===== src/rtl/multichannel_peak_hold_score_top_defines.svh =====
// Assertion macros for the multichannel peak-hold score block.
// Included by the RTL files that carry concurrent checks; no other dependencies.
`ifndef MULTICHANNEL_PEAK_HOLD_SCORE_TOP_DEFINES_SVH
`define MULTICHANNEL_PEAK_HOLD_SCORE_TOP_DEFINES_SVH

`ifndef ASSERT_OFF
`define MPHS_ASSERT(lbl, clk_s, rst_s, prop) \
  lbl: assert property (@(posedge clk_s) disable iff (!rst_s) prop) \
    else $error("mphs check failed");
`define MPHS_ASSERT_NEVER(lbl, clk_s, rst_s, cond) \
  `MPHS_ASSERT(lbl, clk_s, rst_s, !(cond))
`else
`define MPHS_ASSERT(lbl, clk_s, rst_s, prop)
`define MPHS_ASSERT_NEVER(lbl, clk_s, rst_s, cond)
`endif

`endif


===== src/rtl/mphs_pkg.sv =====
// Shared widths, constants and types of the multichannel peak-hold score block.
// No dependencies; used by the interfaces and all RTL modules.
package mphs_pkg;

  localparam int CHANNELS_DEF = 25;
  localparam int CH_W         = 5;
  localparam int MAX_DEPTH    = 2 ** CH_W;   // channel field cannot address more
  localparam int SMP_W        = 8;
  localparam int PEAK_W       = 8;
  localparam int SUM_W        = 13;          // 32 * 255 still fits
  localparam int SCORE_W      = 10;
  localparam int DIG_W        = 4;
  localparam int QUEUE_DEPTH  = 4;

  // score = sum * 1000 / 6375 = (sum * 8) / 51
  localparam int SCORE_MAX    = 1000;
  localparam int SCALE_SHIFT  = 3;
  localparam int DIV_Q        = 51;
  localparam int RECIP        = 1285;        // floor(2^16 / 51)
  localparam int RECIP_SHIFT  = 16;
  localparam int X_W          = SUM_W + SCALE_SHIFT;
  localparam int Q0_W         = 11;
  localparam int PROD_W       = X_W + Q0_W;

  // decimal split
  localparam int HUND         = 100;
  localparam int TEN          = 10;
  localparam int HUND_RECIP   = 41;          // n/100 ~ n*41 >> 12 for n < 1000
  localparam int HUND_SHIFT   = 12;
  localparam int TENS_RECIP   = 205;         // n/10 ~ n*205 >> 11 for n < 100
  localparam int TENS_SHIFT   = 11;
  localparam int REM_W        = 7;

  typedef enum logic {
    CMD_SAMPLE = 1'b0,
    CMD_CLEAR  = 1'b1
  } cmd_t;

  typedef struct packed {
    logic [PEAK_W-1:0] peak;
    logic [SUM_W-1:0]  sum;
  } mphs_entry_t;

endpackage


===== src/rtl/mphs_if.sv =====
// Request and result channel interfaces of the peak-hold score block.
// Depends on mphs_pkg for field widths.
interface mphs_in_if import mphs_pkg::*; ();
  logic              valid;
  logic              ready;
  logic              cmd;
  logic [CH_W-1:0]   channel;
  logic [SMP_W-1:0]  sample;

  modport source (output valid, cmd, channel, sample, input ready);
  modport sink   (input valid, cmd, channel, sample, output ready);
endinterface

interface mphs_out_if import mphs_pkg::*; ();
  logic               valid;
  logic               ready;
  logic [PEAK_W-1:0]  peak;
  logic [SCORE_W-1:0] score;
  logic               digit_thousands;
  logic [DIG_W-1:0]   digit_hundreds;
  logic [DIG_W-1:0]   digit_tens;
  logic [DIG_W-1:0]   digit_ones;

  modport source (output valid, peak, score, digit_thousands, digit_hundreds,
                  digit_tens, digit_ones, input ready);
  modport sink   (input valid, peak, score, digit_thousands, digit_hundreds,
                  digit_tens, digit_ones, output ready);
endinterface


===== src/rtl/mphs_front.sv =====
// Front end: accepts requests, updates per-channel peaks and the running sum.
// Depends on mphs_pkg and mphs_in_if; feeds mphs_queue.
module mphs_front import mphs_pkg::*; #(
  parameter int CHANNELS = CHANNELS_DEF
) (
  input  logic         clk,
  input  logic         rst_n,
  mphs_in_if.sink      in_ch,
  input  logic         q_ready,
  output logic         push,
  output mphs_entry_t  push_data
);

  localparam int DEPTH = (CHANNELS > MAX_DEPTH) ? MAX_DEPTH : CHANNELS;
  localparam int IDX_W = (DEPTH > 1) ? $clog2(DEPTH) : 1;
  localparam logic [CH_W:0] DEPTH_V = (CH_W+1)'(DEPTH);

  logic [PEAK_W-1:0] store_r [DEPTH];
  logic [SUM_W-1:0]  sum_r, sum_nxt;
  logic              accept, clear, in_range, raise;
  logic [IDX_W-1:0]  idx;
  logic [PEAK_W-1:0] old_pk, new_pk;

  assign in_ch.ready = q_ready;
  assign accept      = in_ch.valid & q_ready;
  assign clear       = (in_ch.cmd == CMD_CLEAR);
  assign in_range    = ({1'b0, in_ch.channel} < DEPTH_V);
  assign idx         = in_ch.channel[IDX_W-1:0];
  assign old_pk      = in_range ? store_r[idx] : '0;
  assign raise       = !clear && in_range && (in_ch.sample > old_pk);
  assign new_pk      = raise ? in_ch.sample : old_pk;

  always_comb begin
    if (clear) begin
      sum_nxt = '0;
    end else if (raise) begin
      sum_nxt = sum_r + SUM_W'(in_ch.sample - old_pk);
    end else begin
      sum_nxt = sum_r;
    end
  end

  assign push           = accept;
  assign push_data.peak = clear ? '0 : new_pk;
  assign push_data.sum  = sum_nxt;

  always_ff @(posedge clk) begin
    if (!rst_n) begin
      for (int i = 0; i < DEPTH; i++) store_r[i] <= '0;
      sum_r <= '0;
    end else if (accept) begin
      if (clear) begin
        for (int i = 0; i < DEPTH; i++) store_r[i] <= '0;
      end else if (raise) begin
        store_r[idx] <= in_ch.sample;
      end
      sum_r <= sum_nxt;
    end
  end

endmodule


===== src/rtl/mphs_queue.sv =====
// Small FIFO between the peak-update front end and the score pipeline.
// Depends on mphs_pkg for the entry type.
`include "multichannel_peak_hold_score_top_defines.svh"

module mphs_queue import mphs_pkg::*; #(
  parameter int DEPTH = QUEUE_DEPTH
) (
  input  logic         clk,
  input  logic         rst_n,
  input  logic         push,
  input  mphs_entry_t  push_data,
  output logic         q_ready,
  input  logic         pop,
  output logic         q_valid,
  output mphs_entry_t  pop_data
);

  localparam int PTR_W = (DEPTH > 1) ? $clog2(DEPTH) : 1;
  localparam int CNT_W = $clog2(DEPTH + 1);
  localparam logic [PTR_W-1:0] PTR_LAST = PTR_W'(DEPTH - 1);
  localparam logic [CNT_W-1:0] CNT_FULL = CNT_W'(DEPTH);

  mphs_entry_t       mem_r [DEPTH];
  logic [PTR_W-1:0]  wr_ptr_r, rd_ptr_r;
  logic [CNT_W-1:0]  count_r, count_nxt;

  assign q_ready  = (count_r != CNT_FULL);
  assign q_valid  = (count_r != '0);
  assign pop_data = mem_r[rd_ptr_r];

  always_comb begin
    count_nxt = count_r;
    if (push && !pop) count_nxt = count_r + CNT_W'(1);
    if (!push && pop) count_nxt = count_r - CNT_W'(1);
  end

  always_ff @(posedge clk) begin
    if (push) mem_r[wr_ptr_r] <= push_data;
  end

  always_ff @(posedge clk) begin
    if (!rst_n) begin
      wr_ptr_r <= '0;
      rd_ptr_r <= '0;
      count_r  <= '0;
    end else begin
      if (push) wr_ptr_r <= (wr_ptr_r == PTR_LAST) ? '0 : wr_ptr_r + PTR_W'(1);
      if (pop)  rd_ptr_r <= (rd_ptr_r == PTR_LAST) ? '0 : rd_ptr_r + PTR_W'(1);
      count_r <= count_nxt;
    end
  end

  `MPHS_ASSERT_NEVER(a_q_overfill, clk, rst_n, count_r > CNT_FULL)
  `MPHS_ASSERT(a_q_grow, clk, rst_n, push && !pop |=> count_r == $past(count_r) + CNT_W'(1))
  `MPHS_ASSERT(a_q_shrink, clk, rst_n, !push && pop |=> count_r == $past(count_r) - CNT_W'(1))

endmodule


===== src/rtl/mphs_back.sv =====
// Back end: six-stage score pipeline (scale by 8/51, saturate, decimal split).
// Depends on mphs_pkg and mphs_out_if; drains mphs_queue.
`include "multichannel_peak_hold_score_top_defines.svh"

module mphs_back import mphs_pkg::*; (
  input  logic         clk,
  input  logic         rst_n,
  input  logic         q_valid,
  input  mphs_entry_t  q_data,
  output logic         pop,
  mphs_out_if.source   out_ch
);

  logic en;
  logic v1_r, v2_r, v3_r, v4_r, v5_r, v6_r;

  // stage payloads
  logic [PEAK_W-1:0]  pk1_r, pk2_r, pk3_r, pk4_r, pk5_r, pk6_r;
  logic [X_W-1:0]     x1_r;
  logic [Q0_W-1:0]    q01_r;
  logic [SCORE_W-1:0] sc2_r, sc3_r, sc4_r, sc5_r, sc6_r;
  logic               th3_r, th4_r, th5_r, th6_r;
  logic [SCORE_W-1:0] r13_r;
  logic [DIG_W-1:0]   h3_r, h4_r, h5_r, h6_r;
  logic [REM_W-1:0]   rem4_r, rem5_r;
  logic [DIG_W-1:0]   t5_r, t6_r, o6_r;

  // combinational per stage
  logic [X_W-1:0]        x;
  logic [PROD_W-1:0]     prod;
  logic [X_W:0]          qd, rem;
  logic [Q0_W-1:0]       q_adj;
  logic [SCORE_W-1:0]    sc_sat;
  logic                  th;
  logic [SCORE_W-1:0]    r1;
  logic [SCORE_W+5:0]    hprod;
  logic [REM_W-1:0]      rem2;
  logic [REM_W+7:0]      tprod;
  logic [DIG_W-1:0]      ones;

  // whole pipeline moves together; it freezes, bubbles included, while the output waits
  assign en  = !v6_r || out_ch.ready;
  assign pop = en && q_valid;

  assign x    = {q_data.sum, {SCALE_SHIFT{1'b0}}};
  assign prod = PROD_W'(x) * PROD_W'(RECIP);

  // q01 is the true quotient or one short; remainder stays below 2*51
  assign qd    = (X_W+1)'(q01_r) * (X_W+1)'(DIV_Q);
  assign rem   = (X_W+1)'(x1_r) - qd;
  assign q_adj = q01_r + {{(Q0_W-1){1'b0}}, (rem >= (X_W+1)'(DIV_Q))};
  assign sc_sat = (q_adj > Q0_W'(SCORE_MAX)) ? SCORE_W'(SCORE_MAX) : SCORE_W'(q_adj);

  assign th    = (sc2_r == SCORE_W'(SCORE_MAX));
  assign r1    = th ? '0 : sc2_r;
  assign hprod = (SCORE_W+6)'(r1) * (SCORE_W+6)'(HUND_RECIP);

  assign rem2  = REM_W'(r13_r - SCORE_W'(h3_r) * SCORE_W'(HUND));
  assign tprod = (REM_W+8)'(rem4_r) * (REM_W+8)'(TENS_RECIP);
  assign ones  = DIG_W'(rem5_r - REM_W'(t5_r) * REM_W'(TEN));

  always_ff @(posedge clk) begin
    if (!rst_n) begin
      v1_r <= 1'b0;
      v2_r <= 1'b0;
      v3_r <= 1'b0;
      v4_r <= 1'b0;
      v5_r <= 1'b0;
      v6_r <= 1'b0;
    end else if (en) begin
      v1_r <= pop;
      v2_r <= v1_r;
      v3_r <= v2_r;
      v4_r <= v3_r;
      v5_r <= v4_r;
      v6_r <= v5_r;
    end
  end

  always_ff @(posedge clk) begin
    if (en) begin
      pk1_r  <= q_data.peak;
      x1_r   <= x;
      q01_r  <= Q0_W'(prod >> RECIP_SHIFT);

      pk2_r  <= pk1_r;
      sc2_r  <= sc_sat;

      pk3_r  <= pk2_r;
      sc3_r  <= sc2_r;
      th3_r  <= th;
      r13_r  <= r1;
      h3_r   <= DIG_W'(hprod >> HUND_SHIFT);

      pk4_r  <= pk3_r;
      sc4_r  <= sc3_r;
      th4_r  <= th3_r;
      h4_r   <= h3_r;
      rem4_r <= rem2;

      pk5_r  <= pk4_r;
      sc5_r  <= sc4_r;
      th5_r  <= th4_r;
      h5_r   <= h4_r;
      rem5_r <= rem4_r;
      t5_r   <= DIG_W'(tprod >> TENS_SHIFT);

      pk6_r  <= pk5_r;
      sc6_r  <= sc5_r;
      th6_r  <= th5_r;
      h6_r   <= h5_r;
      t6_r   <= t5_r;
      o6_r   <= ones;
    end
  end

  assign out_ch.valid           = v6_r;
  assign out_ch.peak            = pk6_r;
  assign out_ch.score           = sc6_r;
  assign out_ch.digit_thousands = th6_r;
  assign out_ch.digit_hundreds  = h6_r;
  assign out_ch.digit_tens      = t6_r;
  assign out_ch.digit_ones      = o6_r;

  `MPHS_ASSERT(a_score_range, clk, rst_n, out_ch.valid |-> out_ch.score <= SCORE_W'(SCORE_MAX))
  `MPHS_ASSERT(a_digits_match, clk, rst_n, out_ch.valid |-> (SCORE_W+1)'(out_ch.score) == (SCORE_W+1)'(out_ch.digit_thousands) * (SCORE_W+1)'(SCORE_MAX) + (SCORE_W+1)'(out_ch.digit_hundreds) * (SCORE_W+1)'(HUND) + (SCORE_W+1)'(out_ch.digit_tens) * (SCORE_W+1)'(TEN) + (SCORE_W+1)'(out_ch.digit_ones))
  `MPHS_ASSERT(a_full_scale, clk, rst_n, out_ch.valid && out_ch.digit_thousands |-> out_ch.digit_hundreds == '0 && out_ch.digit_tens == '0 && out_ch.digit_ones == '0)

endmodule


===== src/rtl/multichannel_peak_hold_score_top.sv =====
// Channel    Dir  Handshake      Payload
// in_ch      in   valid/ready    cmd, channel, sample
// out_ch     out  valid/ready    peak, score, digit_thousands/hundreds/tens/ones
//
// One request per cycle while the queue has room; the rate is set by the peak/sum
// update in the front end. A result passes the queue write, then six score stages,
// before out_ch.valid rises for it; a stalled output holds it back further.
// Reset is synchronous; all peaks are flops cleared at once.
// A 4-entry queue separates front and score pipeline; a stalled output freezes
// the pipeline and in_ch.ready falls only once the queue is full.
module multichannel_peak_hold_score_top import mphs_pkg::*; #(
  parameter int CHANNELS = CHANNELS_DEF
) (
  input  logic        clk,
  input  logic        rst_n,
  mphs_in_if.sink     in_ch,
  mphs_out_if.source  out_ch
);

  logic        q_ready, push, pop, q_valid;
  mphs_entry_t push_data, q_data;

  mphs_front #(
    .CHANNELS (CHANNELS)
  ) u_front (
    .clk       (clk),
    .rst_n     (rst_n),
    .in_ch     (in_ch),
    .q_ready   (q_ready),
    .push      (push),
    .push_data (push_data)
  );

  mphs_queue #(
    .DEPTH (QUEUE_DEPTH)
  ) u_queue (
    .clk       (clk),
    .rst_n     (rst_n),
    .push      (push),
    .push_data (push_data),
    .q_ready   (q_ready),
    .pop       (pop),
    .q_valid   (q_valid),
    .pop_data  (q_data)
  );

  mphs_back u_back (
    .clk     (clk),
    .rst_n   (rst_n),
    .q_valid (q_valid),
    .q_data  (q_data),
    .pop     (pop),
    .out_ch  (out_ch)
  );

endmodule


===== src/flat_wrapper.sv =====
// flat-port wrapper written by rule: the top's interface ports become plain ports
module multichannel_peak_hold_score_top_flat import mphs_pkg::*;
#(
  parameter int CHANNELS = CHANNELS_DEF
)
  (clk, rst_n, in_ch_valid, in_ch_cmd, in_ch_channel, in_ch_sample, in_ch_ready, out_ch_valid, out_ch_peak, out_ch_score, out_ch_digit_thousands, out_ch_digit_hundreds, out_ch_digit_tens, out_ch_digit_ones, out_ch_ready);
  mphs_in_if in_ch_i ();
  mphs_out_if out_ch_i ();
  input  logic clk;
  input  logic rst_n;
  input wire logic [$bits(in_ch_i.valid)-1:0] in_ch_valid;
  input wire logic [$bits(in_ch_i.cmd)-1:0] in_ch_cmd;
  input wire logic [$bits(in_ch_i.channel)-1:0] in_ch_channel;
  input wire logic [$bits(in_ch_i.sample)-1:0] in_ch_sample;
  output wire logic [$bits(in_ch_i.ready)-1:0] in_ch_ready;
  output wire logic [$bits(out_ch_i.valid)-1:0] out_ch_valid;
  output wire logic [$bits(out_ch_i.peak)-1:0] out_ch_peak;
  output wire logic [$bits(out_ch_i.score)-1:0] out_ch_score;
  output wire logic [$bits(out_ch_i.digit_thousands)-1:0] out_ch_digit_thousands;
  output wire logic [$bits(out_ch_i.digit_hundreds)-1:0] out_ch_digit_hundreds;
  output wire logic [$bits(out_ch_i.digit_tens)-1:0] out_ch_digit_tens;
  output wire logic [$bits(out_ch_i.digit_ones)-1:0] out_ch_digit_ones;
  input wire logic [$bits(out_ch_i.ready)-1:0] out_ch_ready;
  assign in_ch_i.valid = in_ch_valid;
  assign in_ch_i.cmd = in_ch_cmd;
  assign in_ch_i.channel = in_ch_channel;
  assign in_ch_i.sample = in_ch_sample;
  assign in_ch_ready = in_ch_i.ready;
  assign out_ch_valid = out_ch_i.valid;
  assign out_ch_peak = out_ch_i.peak;
  assign out_ch_score = out_ch_i.score;
  assign out_ch_digit_thousands = out_ch_i.digit_thousands;
  assign out_ch_digit_hundreds = out_ch_i.digit_hundreds;
  assign out_ch_digit_tens = out_ch_i.digit_tens;
  assign out_ch_digit_ones = out_ch_i.digit_ones;
  assign out_ch_i.ready = out_ch_ready;
  multichannel_peak_hold_score_top #(.CHANNELS(CHANNELS)) u_core (.clk(clk), .rst_n(rst_n), .in_ch(in_ch_i), .out_ch(out_ch_i));
endmodule

===== config.mk =====
export PLATFORM = sky130hd
export DESIGN_NAME = multichannel_peak_hold_score_top_flat
export DESIGN_NICKNAME = d
export VERILOG_FILES = /design/src/rtl/mphs_pkg.sv /design/src/rtl/mphs_if.sv /design/src/rtl/mphs_front.sv /design/src/rtl/mphs_queue.sv /design/src/rtl/mphs_back.sv /design/src/rtl/multichannel_peak_hold_score_top.sv /design/src/flat_wrapper.sv
export VERILOG_INCLUDE_DIRS = /design/src /design/src/rtl
export SDC_FILE = /design/constraint.sdc
export NUM_CORES = 1
export LEC_CHECK = 0
export BUFFER_PORTS_ARGS = -buffer_cell sky130_fd_sc_hd__buf_4
export CAP_MARGIN = 40
export CORE_ASPECT_RATIO = 1.75
export CORE_MARGIN = 1.5
export CORE_UTILIZATION = 63
export CTS_BUF_LIST = sky130_fd_sc_hd__clkbuf_8 sky130_fd_sc_hd__clkbuf_16
export DETAILED_ROUTE_END_ITERATION = 10
export PLACE_DENSITY = 0.85
export SYNTH_ARGS = -nofsm -noshare
export SYNTH_HDL_FRONTEND = slang
export SYNTH_HIERARCHICAL = 1
export SYNTH_SLANG_ARGS = --single-unit

===== constraint.sdc =====
create_clock -name clk -period 9.9 [get_ports clk]
set_input_delay 0 -clock clk [delete_from_list [all_inputs] [get_ports clk]]
set_output_delay 0 -clock clk [all_outputs]
set_load 0.02 [all_outputs]

Word-level counts from Yosys, hierarchy flattened
Memories as Yosys holds them, arrays and structs flattened. A register that Yosys moved wholly into a read port is not among the register bits.
Cells that the tools add are included.
{"block": "totals", "word_cells": 154, "inputBits": 18, "ramBits": 284, "reg_bits": 198, "output_inout_bits": 33, "n_memories": 2}
{"name": "u_core.u_front.store_r", "words": 25, "width": 8, "rd": 1, "rd_ports_with_merged_regs": 0, "write_ports": 25, "line": "mphs_front.sv:18", "text": "logic [PEAK_W-1:0] store_r [DEPTH];"}
{"name": "u_core.u_queue.mem_r", "words": 4, "width": 21, "rd": 1, "rd_ports_with_merged_regs": 1, "write_ports": 1, "line": "mphs_queue.sv:23", "text": "mphs_entry_t mem_r [DEPTH];"}
{"block": "op_classes", "n_addsub": 10, "n_lt_le_gt_ge": 4, "mul": 6, "mux": 52, "n_eq_ne": 4, "n_bitwise": 26, "reduce_logical": 13}
{"op": "$mux W8", "n": 29}
{"op": "$mux W13", "n": 2}
{"op": "$or A1 B1 Y1", "n": 25}
{"op": "$mul A13 B11 Y24 const B", "n": 1}
{"op": "$ge A17 B6 Y1 const B", "n": 1}
{"op": "$mul A11 B6 Y17 const B", "n": 1}
{"op": "$sub A16 B17 Y17", "n": 1}
{"op": "$mul A10 B6 Y16 const B", "n": 1}
{"op": "$mul A7 B8 Y15 const B", "n": 1}
{"op": "$add A13 B13 Y13", "n": 1}
{"op": "$mux W1", "n": 13}
{"op": "$add A11 B1 Y11", "n": 1}
{"op": "$gt A11 B10 Y1 const B", "n": 1}
{"op": "$eq A10 B10 Y1 const B", "n": 1}
{"op": "$mux W10", "n": 1}
{"op": "$sub A8 B8 Y9", "n": 1}
{"op": "$gt A8 B8 Y1", "n": 1}
{"op": "$mux W2", "n": 4}
{"op": "$reduce_or A8 Y1", "n": 1}
{"op": "$sub A7 B7 Y7", "n": 1}
{"op": "$mux W3", "n": 2}
{"op": "$logic_and A1 B1 Y1", "n": 5}
{"op": "$lt A5 B5 Y1 const B", "n": 1}
{"op": "$mul A4 B5 Y5 const B", "n": 1}
{"op": "other kinds (13)", "n": 18}

Logic depth before layout (Yosys ltp)
{"block": "depth", "depth_word": 11, "depth_mapped": 24, "depth_no_buf": 24}

By module
The synthesis kept the hierarchy.
{"mod": "mphs_front", "seq_area_each_um2": 7947.6, "cells_each": 913, "n_inst": 1, "area_per_inst_um2": 13077.5}
{"mod": "mphs_back", "seq_area_each_um2": 5285.1, "cells_each": 855, "n_inst": 1, "area_per_inst_um2": 10996.8}
{"mod": "mphs_queue", "seq_area_each_um2": 2702.6, "cells_each": 156, "n_inst": 1, "area_per_inst_um2": 3495.9}

Least setup slack after synthesis
OpenSTA, ideal clock, no wires.
{"block": "synth_path", "kind": "reg2reg", "startpoint": "reg u_core.u_back.v6_r (netlist: u_core/u_back/out_ch.valid)", "endpoint": "reg u_core.u_queue.count_r[2]", "path_slack_ns": 2.669, "stages_incl_launch_ff": 10, "t_arrival_ns": 7.155, "setup_ns": 0.076, "period_less_slack_ns": 7.231, "n_path_buf": 1, "t_required_ns": 9.824, "path_cell_list": "dfxtp_1 > nand2b_1 > clkbuf_1 > and2_1 > ha_1 > inv_1 > fa_1 > xor2_1 > or3_1 > a21boi_0"}
{"block": "synth_via", "elab_chain_cells": 6, "word_cells_on_any_way": 8, "cone_classes": "mux (1); reduce/logical (7)"}
{"element": "start: declaration", "line": "mphs_back.sv:15", "text": "logic v1_r, v2_r, v3_r, v4_r, v5_r, v6_r;"}
{"element": "start signal: assignment", "line": "mphs_back.sv:76", "text": "v6_r <= v5_r;"}
{"element": "$logic_not A1 Y1 (*)", "line": "mphs_back.sv:42", "text": "assign en = !v6_r || out_ch.ready;"}
{"element": "$logic_or A1 B1 Y1 (*)", "line": "mphs_back.sv:42"}
{"element": "$logic_and A1 B1 Y1 (*)", "line": "mphs_back.sv:43", "text": "assign pop = en && q_valid;"}
{"element": "net u_core.pop", "line": "multichannel_peak_hold_score_top.sv:20", "text": "logic q_ready, push, pop, q_valid;"}
{"element": "$logic_not A1 Y1", "line": "mphs_queue.sv:33", "text": "if (push && !pop) count_nxt = count_r + CNT_W'(1);"}
{"element": "$logic_and A1 B1 Y1", "line": "mphs_queue.sv:33"}
{"element": "$reduce_bool A2 Y1 (no source line)"}
{"element": "end signal: assignment", "line": "mphs_queue.sv:49", "text": "count_r <= count_nxt;"}
{"element": "end: declaration", "line": "mphs_queue.sv:25", "text": "logic [CNT_W-1:0] count_r, count_nxt;"}
The timed path passes the listed nets; every way through them passes the cells marked *.
A chain may end at the register's enable or synchronous reset.

Worst setup path after layout
{"block": "layout_path", "startpoint": "reg u_core.u_back.q01_r[2]", "endpoint": "reg u_core.u_back.sc2_r[3], data pin"}
{"block": "layout_via", "elab_chain_cells": 5}
{"element": "start: declaration", "line": "mphs_back.sv:20", "text": "logic [Q0_W-1:0] q01_r;"}
{"element": "start signal: assignment", "line": "mphs_back.sv:84", "text": "q01_r <= Q0_W'(prod >> RECIP_SHIFT);"}
{"element": "$mul A11 B6 Y17", "line": "mphs_back.sv:49", "text": "assign qd = (X_W+1)'(q01_r) * (X_W+1)'(DIV_Q);"}
{"element": "$sub A16 B17 Y17", "line": "mphs_back.sv:50", "text": "assign rem = (X_W+1)'(x1_r) - qd;"}
{"element": "$ge A17 B6 Y1", "line": "mphs_back.sv:51", "text": "assign q_adj = q01_r + {{(Q0_W-1){1'b0}}, (rem >= (X_W+1)'(DIV_Q))};"}
{"element": "$add A11 B1 Y11 (*)", "line": "mphs_back.sv:51"}
{"element": "$gt A11 B10 Y1", "line": "mphs_back.sv:52", "text": "assign sc_sat = (q_adj > Q0_W'(SCORE_MAX)) ? SCORE_W'(SCORE_MAX) : SCORE_W'(q_adj);"}
{"element": "end signal: assignment", "line": "mphs_back.sv:87", "text": "sc2_r <= sc_sat;"}
{"element": "end: declaration", "line": "mphs_back.sv:21", "text": "logic [SCORE_W-1:0] sc2_r, sc3_r, sc4_r, sc5_r, sc6_r;"}
Every way passes the cells marked *; elsewhere a longest branch is shown, timed or not.

==> reports/qor.txt <==
status: completed
NumNets Final: 2344
cells after synthesis: 1924
initial core utilization: 63.6%
RSZ-0062 raised after global routing: false
final number of hold-violating endpoints: 0
list of most frequent post-synthesis cells: 512 x sky130_fd_sc_hd__edfxtp_1, 219 x sky130_fd_sc_hd__ha_1, 193 x sky130_fd_sc_hd__and2_1
worst hold-check path type: input port to flop
proportion of synthesized flip-flops having asynchronous set or reset: 0%
final count of negative-setup-slack endpoints: 0
worst setup skew after layout: 0.0315 ns
most used flip-flop cell after synthesis: sky130_fd_sc_hd__edfxtp_1
DRC: 0
buffer levels on the longest clock path: 3
Post-CTS Resized: 0
die outline area: 45100 um^2
Vias per Instance: 6.02
vias in the first global route: 17400
required time worst endpoint: 10.22 ns
hold depth: 4
worst setup timing slack at the placement stage: 3.35 ns
Worst EP arrival: 6.93 ns
Setup Crit Path Kind: flop to flop
clk root buf: sky130_fd_sc_hd__clkbuf_16
global-route total usage across every layer: 26.5%
clock sinks: 540
remaining max-slew budget at the tightest pin: 38.9%
total of max-cap violations: 0
proportion of synthesized chip area in sequential cells: 57.8%
CTS Buf Count: 46
Cell variety after synth: 77
biggest area contributors in the synthesized netlist: sky130_fd_sc_hd__edfxtp_1 56%, sky130_fd_sc_hd__ha_1 9.9%, sky130_fd_sc_hd__mux4_2 6.9%
count leader, synth: sky130_fd_sc_hd__edfxtp_1
ratio of cells with drive above 1 in the final layout: 13.2%
pin count of the biggest net entering global routing: 73
clock edge transition at the registers on the reported setup and hold paths: 0.07 ns
first-pass detailed-route iteration total: 5
routability congestion estimate from global placement: 0.930
number of synthesized flops with an enable pin: 512
area leader, netlist: sky130_fd_sc_hd__edfxtp_1
number of vias in the routed layout: 16000
synthesis-stage register bit count: 540
overall overflow remaining after global route: 0
transition time at the pin with the least slew margin: 0.907 ns
Mapped Area: 27600 um^2
worst reg-to-reg path cell count: 21
average wire length per cell after detail routing: 21.8 um
critical path capture point type: flop
antenna diode count: 0
max-slew violation count: 0
Yosys Warn Count: 6
fraction of synthesized cell area taken by the top area cell type: 55.8%
minimum clock period: 6.61 ns
initial drt markers: 969
Die Ht: 280 um
later-pin clock latency in the skew report: 0.59 ns
worst path setup slack after routing: 3.29 ns
horizontal die dimension: 161 um
Layout area overhead: 10.4%
final standard cell count with taps included and fillers excluded: 2658
TritonCTS clock tree: done
filler cell count in the final layout: 2840
startpoint kind of the worst setup timing path: flop
highest achievable clock rate: 151 MHz
global-route wire length before repair: 90300 um
maximum fanout along the worst path: 9
sum of net half-perimeters after detailed placement: 41900 um
Routed Wire Length: 57900 um
antenna violations before repair: 0
Mean Syn Cell Area: 14.3 um^2
buffers added on ports: 50
number of routed nets with antenna violations: 0
Inst Count DP: 2564
I/O Pins: 51
area of the core: 43300 um^2
number of placement rows: 101
buffers inserted during post-CTS setup optimization: 0
post-route fraction of the period consumed by the critical path: 66.8%
total negative slack for setup checks: 0 ns
H-tree depth: 2
## path summary, 6_finish.rpt
path / startpoint / to / slack, ns
max: u_core/u_back/q01_r[2] / u_core/u_back/sc2_r[3] / 3.29
min: in_ch_valid / u_core/u_queue/wr_ptr_r[1] / 0.08
max reg2reg: u_core/u_back/q01_r[2] / u_core/u_back/sc2_r[3] / 3.29
min reg2reg: u_core/u_back/sc4_r[1] / u_core/u_back/sc5_r[1] / 0.41
## worst max-delay path: stages, from the launching register on
cell and delay, ns:
sky130_fd_sc_hd__edfxtp_1 0.55, sky130_fd_sc_hd__ha_1 0.38, sky130_fd_sc_hd__inv_1 0.06, sky130_fd_sc_hd__fa_1 0.51, sky130_fd_sc_hd__fa_1 0.55, sky130_fd_sc_hd__inv_1 0.06, sky130_fd_sc_hd__fa_1 0.49, sky130_fd_sc_hd__inv_1 0.05
sky130_fd_sc_hd__ha_1 0.39, sky130_fd_sc_hd__a2111oi_1 0.65, sky130_fd_sc_hd__a211oi_2 0.22, sky130_fd_sc_hd__o21ai_0 0.25, sky130_fd_sc_hd__a21oi_1 0.10, sky130_fd_sc_hd__or4_1 0.57, sky130_fd_sc_hd__ha_1 0.27, sky130_fd_sc_hd__nand2_1 0.09
sky130_fd_sc_hd__xor2_1 0.28, sky130_fd_sc_hd__nor2b_1 0.07, sky130_fd_sc_hd__or3_1 0.30, sky130_fd_sc_hd__a21oi_1 0.16, sky130_fd_sc_hd__o41a_1 0.28, sky130_fd_sc_hd__nand2_1 0.08
## repair_timing
| item | in CTS | in global routing |
|---|---|---|
| setup endpoints to repair | 0 | 0 |
| hold buffers | 10 | 0 |
| hold endpoints to repair | 170 | 0 |
## metrics by stage
| step | hold slack [ns] | area (um^2) | util (%) |
|---|---|---|---|
| final | 0.0843 | 30400 | 70.2 |
| after global routing | 0.0904 | 30400 | 70.2 |
| after CTS | 0.0669 | 30400 | 70.2 |
| after detailed placement | 0.258 | 28900 | 66.6 |
| after global placement | 0.256 | 28600 | 66.1 |
| after floorplan | 0.0989 | 27800 | - |
## final cells by class
cell class	count	area [um^2]	area share (%)
sequential	540	15900	52.4
multi-input combinational	1187	10800	35.6
clock buffer	47	1180	3.86
timing repair buffer	98	806	2.65
tap	566	708	2.33
inverter	183	687	2.26
clock inverter	37	289	0.950
## per-layer routing
metal  global-route usage [%]  wire length [um]
met5                        0                 0
met4                     19.9              4900
met3                     3.02              2290
met2                     52.3             32800
met1                     24.1             17900
## kinds of logic after synthesis
kind of cell               share of synthesized area, %
buffers and inverters                              3.67
xor gates and xnor gates                           1.87
other                                            0.0136
adders and majority gates                          13.6
muxes                                              7.68
AOI/OAI and AO/OA                                  5.40
DFF                                                57.8
and+or+nand+nor                                    9.92
## sequential cells by signal, indices dropped and copies added (netlist names), 7 cells and up, named ones only
name                        cells
u_core/u_back/out_ch.peak       8
u_core/u_back/out_ch.score     10
u_core/u_back/pk1_r             8
u_core/u_back/pk2_r             8
u_core/u_back/pk3_r             8
u_core/u_back/pk4_r             8
u_core/u_back/pk5_r             8
u_core/u_back/q01_r            11
u_core/u_back/r13_r             7
u_core/u_back/rem4_r            7
u_core/u_back/sc2_r            10
u_core/u_back/sc3_r            10
u_core/u_back/sc4_r            10
u_core/u_back/sc5_r            10
u_core/u_back/x1_r             13
u_core/u_front/store_r        256
u_core/u_front/sum_r           13
u_core/u_queue/mem_r           84
## cells in the final DEF, fill, tap and decap left out, drive strengths merged, types with 18 or more instances in the layout
master	count
a21oi	50
a22o	18
a22oi	24
and2	193
buf	88
clkbuf	47
clkinv	25
conb	56
dfxtp	28
edfxtp	512
fa	51
ha	219
inv	190
mux2i	20
mux4	85
nand2	62
nand3	18
nor2	72
nor2b	19
nor3	42
o21ai	53
xnor2	37
xor2	22
Power is left out: the tool's default activity adds up to more than one toggle a clock period on the data nets, which glitch-free logic cannot reach.
